<file path="src/rtl/btp_pkg.sv">
// ----------------------------------------------------------------------------
// btp_pkg: shared types and constants of the background test pattern unit
// Field widths, register codes, ramp coefficients and checker colors.
// ----------------------------------------------------------------------------
package btp_pkg;

  localparam int COORD_W = 12;  // pixel_x / pixel_y
  localparam int DIM_W   = 13;  // frame_width / frame_height
  localparam int CFG_W   = 13;  // widest register
  localparam int COLOR_W = 32;
  localparam int CHAN_W  = 8;
  localparam int N_CHAN  = 3;   // r, g, b

  // divider: dividend is coord * k with k < 2**QUO_W, quotient < k
  localparam int QUO_W = 7;
  localparam int KMUL_W = 7;
  localparam int DVD_W = 20;

  // tile of 20: (v >> 2) / 5 as multiply by reciprocal, exact below 2730
  localparam int TILE_IN_W  = 11;
  localparam int TILE_RECIP = 1639;
  localparam int TILE_SHIFT = 13;
  localparam int TILE_PRD_W = 22;

  typedef enum logic [1:0] {
    REG_PATTERN_MODE = 2'd0,
    REG_FRAME_WIDTH  = 2'd1,
    REG_FRAME_HEIGHT = 2'd2,
    REG_FLIP_ROWS    = 2'd3
  } cfg_reg_e;

  localparam logic [COLOR_W-1:0] ALPHA_OPAQUE = 32'hFF00_0000;
  localparam logic [COLOR_W-1:0] TOP_DARK     = 32'hFF20_4020;
  localparam logic [COLOR_W-1:0] TOP_LIGHT    = 32'hFF80_A080;
  localparam logic [COLOR_W-1:0] BOTTOM_DARK  = 32'hFF40_2020;
  localparam logic [COLOR_W-1:0] BOTTOM_LIGHT = 32'hFFA0_8080;

  localparam logic [CHAN_W-1:0] RAMP_BASE [N_CHAN] = '{8'd24, 8'd40, 8'd32};
  localparam logic [KMUL_W-1:0] RAMP_KX   [N_CHAN] = '{7'd83, 7'd37, 7'd19};
  localparam logic [KMUL_W-1:0] RAMP_KY   [N_CHAN] = '{7'd29, 7'd71, 7'd47};

  // per-word sideband that rides along the divider stages
  typedef struct packed {
    logic err;
    logic parity;
    logic top;
  } side_t;

endpackage

</file>
<file path="src/rtl/btp_if.sv">
// ----------------------------------------------------------------------------
// btp_if: valid/ready channels of the background test pattern unit
// Pixel request, pixel result and register write channels.
// ----------------------------------------------------------------------------
interface btp_px_in_if;
  logic                        valid;
  logic                        ready;
  logic [btp_pkg::COORD_W-1:0] pixel_x;
  logic [btp_pkg::COORD_W-1:0] pixel_y;

  modport source (output valid, output pixel_x, output pixel_y, input ready);
  modport sink   (input valid, input pixel_x, input pixel_y, output ready);
endinterface

interface btp_px_out_if;
  logic                        valid;
  logic                        ready;
  logic [btp_pkg::COLOR_W-1:0] pixel_color;
  logic                        coord_error;

  modport source (output valid, output pixel_color, output coord_error, input ready);
  modport sink   (input valid, input pixel_color, input coord_error, output ready);
endinterface

interface btp_cfg_if;
  logic                      valid;
  logic                      ready;
  btp_pkg::cfg_reg_e         index;
  logic [btp_pkg::CFG_W-1:0] data;

  modport source (output valid, output index, output data, input ready);
  modport sink   (input valid, input index, input data, output ready);
endinterface

</file>
<file path="src/rtl/btp_ramp_div.sv">
// ----------------------------------------------------------------------------
// btp_ramp_div: pipelined restoring divider for one gradient term
// One quotient bit per stage, MSB first; each stage has its own enable.
// ----------------------------------------------------------------------------
module btp_ramp_div (
  input  logic                        clk_i,
  input  logic [btp_pkg::QUO_W-1:0]   en_i,
  input  logic [btp_pkg::DVD_W-1:0]   dividend_i,
  input  logic [btp_pkg::DIM_W-1:0]   divisor_i,
  output logic [btp_pkg::QUO_W-1:0]   quotient_o
);

  localparam int QW = btp_pkg::QUO_W;
  localparam int DW = btp_pkg::DVD_W;

  logic [DW-1:0] rem_q [QW-1];
  logic [QW-1:0] quo_q [QW];

  for (genvar k = 0; k < QW; k++) begin : g_step
    localparam int SH = QW - 1 - k;
    logic [DW-1:0] rem_in;
    logic [QW-1:0] quo_in;
    logic [DW-1:0] dsr;
    logic          take;
    logic [QW-1:0] quo_d;

    if (k == 0) begin : g_first
      assign rem_in = dividend_i;
      assign quo_in = '0;
    end else begin : g_next
      assign rem_in = rem_q[k-1];
      assign quo_in = quo_q[k-1];
    end

    assign dsr   = DW'(divisor_i) << SH;
    assign take  = (rem_in >= dsr);
    assign quo_d = quo_in | (take ? (QW'(1) << SH) : '0);

    always_ff @(posedge clk_i) begin
      if (en_i[k]) begin
        quo_q[k] <= quo_d;
      end
    end

    // last step needs no remainder
    if (k < QW - 1) begin : g_rem
      logic [DW-1:0] rem_d;
      assign rem_d = take ? (rem_in - dsr) : rem_in;
      always_ff @(posedge clk_i) begin
        if (en_i[k]) begin
          rem_q[k] <= rem_d;
        end
      end
    end
  end

  assign quotient_o = quo_q[QW-1];

endmodule

</file>
<file path="src/rtl/background_test_pattern_pixel_unit.sv">
// ----------------------------------------------------------------------------
// background_test_pattern_pixel_unit: checker / gradient test pattern pixel
// Throughput: one word per cycle while the output is not stalled; the seven divider stages set the depth.
// Each stage holds its word under stall, bubbles are squeezed out.
// Reset clears all stage valid bits and loads the default registers
// (checker mode, 640 x 480, no flip).
// ----------------------------------------------------------------------------
module background_test_pattern_pixel_unit #(
  parameter int MAX_DIM = 4096
) (
  input  logic clk_i,
  input  logic rst_ni,
  btp_px_in_if.sink    pix_i,
  btp_px_out_if.source pix_o,
  btp_cfg_if.sink      cfg_i
);

  localparam int CW = btp_pkg::COORD_W;
  localparam int DW = btp_pkg::DIM_W;
  localparam int VW = btp_pkg::DVD_W;
  localparam int QW = btp_pkg::QUO_W;
  localparam int NC = btp_pkg::N_CHAN;
  // input reg, row stage, product stage, divider steps, output reg
  localparam int DIV0 = 3;
  localparam int NSTG = DIV0 + QW + 1;
  localparam int LAST = NSTG - 1;

  // -------------------------------------------------------------- registers
  logic          pattern_mode_q;
  logic [DW-1:0] frame_width_q;
  logic [DW-1:0] frame_height_q;
  logic          flip_rows_q;

  assign cfg_i.ready = 1'b1;

  always_ff @(posedge clk_i or negedge rst_ni) begin
    if (!rst_ni) begin
      pattern_mode_q <= 1'b0;
      frame_width_q  <= DW'(640);
      frame_height_q <= DW'(480);
      flip_rows_q    <= 1'b0;
    end else if (cfg_i.valid) begin
      case (cfg_i.index)
        btp_pkg::REG_PATTERN_MODE: pattern_mode_q <= cfg_i.data[0];
        btp_pkg::REG_FRAME_WIDTH:  frame_width_q  <= cfg_i.data[DW-1:0];
        btp_pkg::REG_FRAME_HEIGHT: frame_height_q <= cfg_i.data[DW-1:0];
        btp_pkg::REG_FLIP_ROWS:    flip_rows_q    <= cfg_i.data[0];
        default: ;
      endcase
    end
  end

  logic [DW-1:0] w, h;
  assign w = (32'(frame_width_q)  > MAX_DIM) ? DW'(MAX_DIM) : frame_width_q;
  assign h = (32'(frame_height_q) > MAX_DIM) ? DW'(MAX_DIM) : frame_height_q;

  // ------------------------------------------------------- stage enables
  logic [NSTG-1:0] v_q;
  logic [NSTG-1:0] en;

  always_comb begin
    en[LAST] = ~v_q[LAST] | pix_o.ready;
    for (int i = LAST - 1; i >= 0; i--) begin
      en[i] = ~v_q[i] | en[i+1];
    end
  end

  assign pix_i.ready = en[0];

  always_ff @(posedge clk_i or negedge rst_ni) begin
    if (!rst_ni) begin
      v_q <= '0;
    end else begin
      if (en[0]) v_q[0] <= pix_i.valid;
      for (int i = 1; i < NSTG; i++) begin
        if (en[i]) v_q[i] <= v_q[i-1];
      end
    end
  end

  // ------------------------------------------------- stage 0: input word
  logic [CW-1:0] x0_q, y0_q;

  always_ff @(posedge clk_i) begin
    if (en[0]) begin
      x0_q <= pix_i.pixel_x;
      y0_q <= pix_i.pixel_y;
    end
  end

  // --------------------------------------- stage 1: range check, source row
  logic [CW-1:0] x1_q;
  logic [DW-1:0] row1_q, row1_d;
  logic          err1_q, err1_d;

  assign err1_d = (DW'(x0_q) >= w) || (DW'(y0_q) >= h);
  // out-of-frame words may wrap here, the output mux blacks them out
  assign row1_d = flip_rows_q ? (h - DW'(1) - DW'(y0_q)) : DW'(y0_q);

  always_ff @(posedge clk_i) begin
    if (en[1]) begin
      x1_q   <= x0_q;
      row1_q <= row1_d;
      err1_q <= err1_d;
    end
  end

  // ------------------------------ stage 2: ramp products, tile parity, half
  logic [VW-1:0] dvd_x_q [NC];
  logic [VW-1:0] dvd_y_q [NC];
  btp_pkg::side_t side_q [DIV0+QW-1:2];
  btp_pkg::side_t side2_d;

  logic [btp_pkg::TILE_PRD_W-1:0] tile_x, tile_y;

  // tile of 20 pixels: drop two bits, then divide by five
  assign tile_x = btp_pkg::TILE_PRD_W'(btp_pkg::TILE_IN_W'(x1_q >> 2))
                * btp_pkg::TILE_PRD_W'(btp_pkg::TILE_RECIP);
  assign tile_y = btp_pkg::TILE_PRD_W'(btp_pkg::TILE_IN_W'(row1_q >> 2))
                * btp_pkg::TILE_PRD_W'(btp_pkg::TILE_RECIP);

  assign side2_d.err    = err1_q;
  assign side2_d.parity = tile_x[btp_pkg::TILE_SHIFT] ^ tile_y[btp_pkg::TILE_SHIFT];
  assign side2_d.top    = (row1_q < (h >> 1));

  always_ff @(posedge clk_i) begin
    if (en[2]) begin
      for (int c = 0; c < NC; c++) begin
        dvd_x_q[c] <= VW'(x1_q)   * VW'(btp_pkg::RAMP_KX[c]);
        dvd_y_q[c] <= VW'(row1_q) * VW'(btp_pkg::RAMP_KY[c]);
      end
    end
  end

  // ------------------------------------------------ stages 3..9: dividers
  logic [QW-1:0] quo_x [NC];
  logic [QW-1:0] quo_y [NC];

  for (genvar c = 0; c < NC; c++) begin : g_chan
    btp_ramp_div u_div_x (
      .clk_i      (clk_i),
      .en_i       (en[DIV0+QW-1:DIV0]),
      .dividend_i (dvd_x_q[c]),
      .divisor_i  (w),
      .quotient_o (quo_x[c])
    );
    btp_ramp_div u_div_y (
      .clk_i      (clk_i),
      .en_i       (en[DIV0+QW-1:DIV0]),
      .dividend_i (dvd_y_q[c]),
      .divisor_i  (h),
      .quotient_o (quo_y[c])
    );
  end

  // sideband rides from the product stage through the divider stages
  always_ff @(posedge clk_i) begin
    if (en[2]) side_q[2] <= side2_d;
    for (int i = DIV0; i < DIV0 + QW; i++) begin
      if (en[i]) side_q[i] <= side_q[i-1];
    end
  end

  // ---------------------------------------------- stage 10: color assembly
  btp_pkg::side_t side_l;
  logic [btp_pkg::CHAN_W-1:0] chan [NC];
  logic [btp_pkg::COLOR_W-1:0] color_d, color_q;
  logic err_q;

  assign side_l = side_q[DIV0+QW-1];

  always_comb begin
    for (int c = 0; c < NC; c++) begin
      chan[c] = btp_pkg::RAMP_BASE[c] + btp_pkg::CHAN_W'(quo_x[c])
              + btp_pkg::CHAN_W'(quo_y[c]);
    end
    if (side_l.err) begin
      color_d = '0;
    end else if (pattern_mode_q) begin
      color_d = btp_pkg::ALPHA_OPAQUE | {8'h00, chan[2], chan[1], chan[0]};
    end else if (side_l.top) begin
      color_d = side_l.parity ? btp_pkg::TOP_LIGHT : btp_pkg::TOP_DARK;
    end else begin
      color_d = side_l.parity ? btp_pkg::BOTTOM_LIGHT : btp_pkg::BOTTOM_DARK;
    end
  end

  always_ff @(posedge clk_i) begin
    if (en[LAST]) begin
      color_q <= color_d;
      err_q   <= side_l.err;
    end
  end

  assign pix_o.valid       = v_q[LAST];
  assign pix_o.pixel_color = color_q;
  assign pix_o.coord_error = err_q;

  // ------------------------------------------------------------ assertions
  a_err_black: assert property (@(posedge clk_i) disable iff (!rst_ni)
    pix_o.valid && pix_o.coord_error |-> pix_o.pixel_color == '0)
    else $error("out-of-frame word carries a nonzero pixel");

  a_alpha: assert property (@(posedge clk_i) disable iff (!rst_ni)
    pix_o.valid && !pix_o.coord_error |-> pix_o.pixel_color[31:24] == 8'hFF)
    else $error("in-frame pixel is not opaque");

  a_stall_src: assert property (@(posedge clk_i) disable iff (!rst_ni)
    !pix_i.ready |-> (v_q == {NSTG{1'b1}}) && !pix_o.ready)
    else $error("input stalled while pipeline has a bubble");

  a_red_floor: assert property (@(posedge clk_i) disable iff (!rst_ni)
    pix_o.valid && !pix_o.coord_error && pattern_mode_q
      |-> pix_o.pixel_color[7:0] >= 8'd24)
    else $error("gradient red channel below its base");

endmodule
</file>
<file path="src/flat_wrapper.sv">
// flat-port wrapper written by rule: the top's interface ports become plain ports
module background_test_pattern_pixel_unit_flat 
#(
  parameter int MAX_DIM = 4096
)
  (clk_i, rst_ni, pix_i_valid, pix_i_pixel_x, pix_i_pixel_y, pix_i_ready, pix_o_valid, pix_o_pixel_color, pix_o_coord_error, pix_o_ready, cfg_i_valid, cfg_i_index, cfg_i_data, cfg_i_ready);
  btp_px_in_if pix_i_i ();
  btp_px_out_if pix_o_i ();
  btp_cfg_if cfg_i_i ();
  input  logic clk_i;
  input  logic rst_ni;
  input wire logic [$bits(pix_i_i.valid)-1:0] pix_i_valid;
  input wire logic [$bits(pix_i_i.pixel_x)-1:0] pix_i_pixel_x;
  input wire logic [$bits(pix_i_i.pixel_y)-1:0] pix_i_pixel_y;
  output wire logic [$bits(pix_i_i.ready)-1:0] pix_i_ready;
  output wire logic [$bits(pix_o_i.valid)-1:0] pix_o_valid;
  output wire logic [$bits(pix_o_i.pixel_color)-1:0] pix_o_pixel_color;
  output wire logic [$bits(pix_o_i.coord_error)-1:0] pix_o_coord_error;
  input wire logic [$bits(pix_o_i.ready)-1:0] pix_o_ready;
  input wire logic [$bits(cfg_i_i.valid)-1:0] cfg_i_valid;
  input wire logic [$bits(cfg_i_i.index)-1:0] cfg_i_index;
  input wire logic [$bits(cfg_i_i.data)-1:0] cfg_i_data;
  output wire logic [$bits(cfg_i_i.ready)-1:0] cfg_i_ready;
  assign pix_i_i.valid = pix_i_valid;
  assign pix_i_i.pixel_x = pix_i_pixel_x;
  assign pix_i_i.pixel_y = pix_i_pixel_y;
  assign pix_i_ready = pix_i_i.ready;
  assign pix_o_valid = pix_o_i.valid;
  assign pix_o_pixel_color = pix_o_i.pixel_color;
  assign pix_o_coord_error = pix_o_i.coord_error;
  assign pix_o_i.ready = pix_o_ready;
  assign cfg_i_i.valid = cfg_i_valid;
  assign cfg_i_i.index = cfg_i_index;
  assign cfg_i_i.data = cfg_i_data;
  assign cfg_i_ready = cfg_i_i.ready;
  background_test_pattern_pixel_unit #(.MAX_DIM(MAX_DIM)) u_core (.clk_i(clk_i), .rst_ni(rst_ni), .pix_i(pix_i_i), .pix_o(pix_o_i), .cfg_i(cfg_i_i));
endmodule
</file>
<file path="config.mk">
export PLATFORM = sky130hd
export DESIGN_NAME = background_test_pattern_pixel_unit_flat
export DESIGN_NICKNAME = d
export VERILOG_FILES = /design/src/rtl/btp_pkg.sv /design/src/rtl/btp_if.sv /design/src/rtl/btp_ramp_div.sv /design/src/rtl/background_test_pattern_pixel_unit.sv /design/src/flat_wrapper.sv
export SDC_FILE = /design/constraint.sdc
export NUM_CORES = 2
export LEC_CHECK = 0
export BUFFER_PORTS_ARGS = -buffer_cell sky130_fd_sc_hd__clkbuf_2
export CAP_MARGIN = 20
export CORE_MARGIN = 2
export CORE_UTILIZATION = 55
export CTS_CLUSTER_DIAMETER = 120
export DETAILED_ROUTE_END_ITERATION = 7
export PLACE_DENSITY = 0.83
export SLEW_MARGIN = 20
export SYNTH_ARGS = -nofsm -noshare
export SYNTH_HDL_FRONTEND = slang
export SYNTH_SLANG_ARGS = --single-unit
</file>
<file path="constraint.sdc">
create_clock -name clk_i -period 6.9 [get_ports clk_i]
set_input_delay 0.345 -clock clk_i [delete_from_list [all_inputs] [get_ports clk_i]]
set_output_delay 0.345 -clock clk_i [all_outputs]
set_load 0.005 [all_outputs]
</file>
==> impl_results.md <==
- Status: finished clean
- Max FO, Critical Path: 21
- Diode count: 0
- Worst EP arrival: ~5.7 ns
- Post-synth top area cell: edfxtp_1
- FMAX: approximately 0.19 GHz
- Nets: around 8.1k
- Hold Violations, Final: 0
- Seq/Total Area, Yosys: about 43%
- Setup TNS: 0 ns
- EDFF count, synth: around 1.0k
- GP Congestion: around 0.94
- Largest cells by area after synthesis: edfxtp_1, ha_1, fa_1
- Synth Net Count: 7949
- CTS clk-pin slew, worst paths: around 0.070 ns
- IO Port Bufs: 78
- Unique cell type count in the Yosys netlist: 100
- First-pass GRT wire length: ~270000 um
- Clock buffer depth: 3
- Max Cap Viol: 0
- Largest stage delay, worst path: roughly 0.76 ns
- Layout Utilization: 60.64%
- # DRC: 0
- Detailed Place HPWL: about 120000 um
- Post-route ant nets: 0
- Synth Cell Area: 74910 sq um
- Skew-Pair Late Insertion Delay: about 0.74 ns
- Initial Utilization: 55.37%
- Max Used Layer: met5
- PostCTS Resize Cnt: 0
- Via/cell ratio: ~5.9
- TritonCTS buffer count: 113
- Die W: between 300 and 400 um
- CP required: 7.36 ns
- Rows: about 140
- Final setup violation count: 0
- Worst path bufs/invs: 2
- Primary FF master, synth: edfxtp_1
- Final WL: between 150000 and 200000 um
- Routed len/inst: approximately 19 um
- Drt pass-1 iters: 6
- Pin count of the biggest net entering global routing: 149
- Met1 Wirelength: ~76000 um
- Htree depth: 3
- Clk root buf: clkbuf_16
- Crit. End Element: flop
- Die H: approximately 370 um
- Critical path's top delay family: simple AND/OR/NAND/NOR gates
- Max Slew Vio Count: 0
- Crit Path Class: reg -> reg
- Met3 WL: roughly 12000 um
- Synth Warn #: 0
- Hold WC Path Type: in -> reg
- Pre-CTS WS: approximately 1.8 ns
- Synth Register Bits: roughly 1.1k
- Vias: between 50k and 60k
- Total number of clock tree sinks: around 1.1k
- Met2 WL: 76210 um
- I/O pin cnt: 80
- Aggregate global-route resource usage: about a quarter
- Syn avg cell area: about 11 sq um
- Gr ovfl total: 0
- Layout cell share with drive strength beyond 1: 8.107%
- RSZ-0062 raised after global routing: no
- Highest-delay cell along the critical path: nand2_1
- Setup crit start kind: flop
- Worst path cell trace: inv_1 > buf_4 > nand2_1 > ha_1 > nand2_1 > o21ai_0 > nand2b_1 > o311a_1 > nand2b_1 > o21ai_0 > nor4_1 > xor2_1
- Crit share post-route: between 70 and 80%
- Worst Slack Setup Final: 1.654 ns
- Vias in the first global route: a little over 50k
- Tmin final: 5.246 ns
- Relative slew slack: between 20 and 30%
- TritonCTS clock tree: yes
- Syn Inst Count: approximately 7k
- Full die area: around 140000 sq um
- Drt first-iter violations: around 5.1k
- Least-Margin Pin Slew: about 1.1 ns
- Synth top area share: 41.69%
- Core Footprint: approximately 140000 sq um
- Clock Skews: between 0.03 and 0.04 ns
- Hold Slack: around 0.27 ns
- Antenna violations before repair: 2
- P&R area growth vs syn: 9.524%
- Async S/R FF share, synth: about 3.6%
per-layer routing:
metal  GRT usage, %  up-vias
li1               -    25510
met1          34.17    25180
met2          38.41     1950
met3          2.917      319
met4          7.846        2
met5              0        -
final timing paths:
| check | start | to | cells past startpoint | slack (ns) |
|---|---|---|---|---|
| hold / removal | pix_o_ready | u_core.v_q[10]$_DFFE_PN0P_ | 3 | 0.27 |
| setup / recovery | u_core.frame_width_q[12]$_DFFE_PN0P_ | u_core.g_chan[2].u_div_x.rem_q[4][17]$_DFFE_PP_ | 12 | 1.65 |
| max in group asynchronous | rst_ni | u_core.pattern_mode_q$_DFFE_PN0P_ | 2 | 5.94 |
| hold reg to reg | u_core.g_chan[1].u_div_y.quo_q[0][6]$_DFFE_PP_ | u_core.g_chan[1].u_div_y.quo_q[1][6]$_DFFE_PP_ | 0 | 0.42 |
| setup reg to reg | u_core.frame_width_q[12]$_DFFE_PN0P_ | u_core.g_chan[2].u_div_x.rem_q[4][17]$_DFFE_PP_ | 12 | 1.65 |
| min in group asynchronous | rst_ni | u_core.flip_rows_q$_DFFE_PN0P_ | 2 | 0.32 |
through the flow:
step | instances | cell area (sq um)
after floorplan | 6838 | 74910
after CTS | 8910 | 82010
after global placement | 8654 | 77630
after global routing | 8911 | 82050
after detailed placement | 8654 | 77630
final | 8911 | 82050
state kept, by name, indices dropped and copies added (netlist names), 11 cells and up:
name,flops
u_core.g_chan.u_div_y.rem_q,339
u_core.v_q,11
u_core.g_chan.u_div_y.quo_q,84
u_core.x0_q,12
u_core.y0_q,12
u_core.side_q,24
u_core.x1_q,12
u_core.g_chan.u_div_x.quo_q,84
u_core.row1_q,13
u_core.frame_height_q,13
u_core.dvd_x_q,47
u_core.g_chan.u_div_x.rem_q,333
u_core.dvd_y_q,53
u_core.pix_o.pixel_color,25
u_core.frame_width_q,13
layout make-up:
cell class	instances	area (sq um)
Clock buffer	129	2950
Clock inverter	84	993.5
Fill cell	10350	53250
Inverter	579	2183
Multi-Input combinational cell	5080	40190
Sequential cell	1079	32210
Tap cell	1781	2228
Timing Repair Buffer	179	1285
worst register-to-register path: stages, from the launching register on:
cell	delay, ns
dfrtp_1	0.46
inv_1	0.32
buf_4	0.54
nand2_1	0.76
ha_1	0.68
nand2_1	0.10
o21ai_0	0.31
nand2b_1	0.16
o311a_1	0.21
nand2b_1	0.65
o21ai_0	0.37
nor4_1	0.31
xor2_1	0.12
cells by family (layout without fill, tap and decap cells):
family                     Yosys count  count (layout)  synth area share [%]
other                                1               1              0.005006
buffers and inverters              679             971                 3.502
and+or+nand+nor                   1649            1649                 10.99
DFF                               1079            1079                 43.00
adders and majority gates         1067            1067                 19.60
xor gates and xnor gates           522             522                 6.103
AOI/OAI and AO/OA                 1624            1624                 13.57
muxes                              217             217                 3.234
cells in the final DEF, fill, tap and decap left out, types with 183 or more instances in the layout:
master,instances
o21ai_0,354
a21oi_1,546
xnor2_1,339
edfxtp_1,1040
a21o_1,196
xor2_1,183
inv_1,573
nand2_1,328
nor2_1,509
ha_1,890
mux2_2,188
cells in the mapped netlist, drive strengths merged, types with 11 or more instances:
| cell | count |
|---|---|
| o211ai | 30 |
| nor2b | 116 |
| nor3 | 117 |
| mux2 | 191 |
| or2 | 18 |
| nor4b | 11 |
| and2 | 20 |
| nand4b | 15 |
| a21boi | 31 |
| buf | 32 |
| nand3 | 92 |
| nor4 | 60 |
| o31a | 18 |
| edfxtp | 1040 |
| a21o | 196 |
| nor2 | 511 |
| and3 | 46 |
| a211oi | 43 |
| o21a | 118 |
| xor2 | 183 |
| and4 | 18 |
| or3 | 36 |
| inv | 577 |
| o31ai | 30 |
| nand2b | 130 |
| xnor2 | 339 |
| a211o | 12 |
| o21bai | 58 |
| or4 | 24 |
| mux2i | 26 |
| o21ai | 361 |
| nand3b | 21 |
| ha | 890 |
| nand4 | 55 |
| a21oi | 548 |
| a221oi | 12 |
| nand2 | 331 |
| a31oi | 46 |
| fa | 177 |
| dfrtp | 33 |
| clkbuf | 68 |
repair_timing:
item,in CTS,in global routing
hold buffers,43,0
setup buffers,0,0
endpoints found under the hold margin,86,0
Power is not shown: default switching activity piles up to over one toggle a cycle in this logic, so the estimate is an artifact.
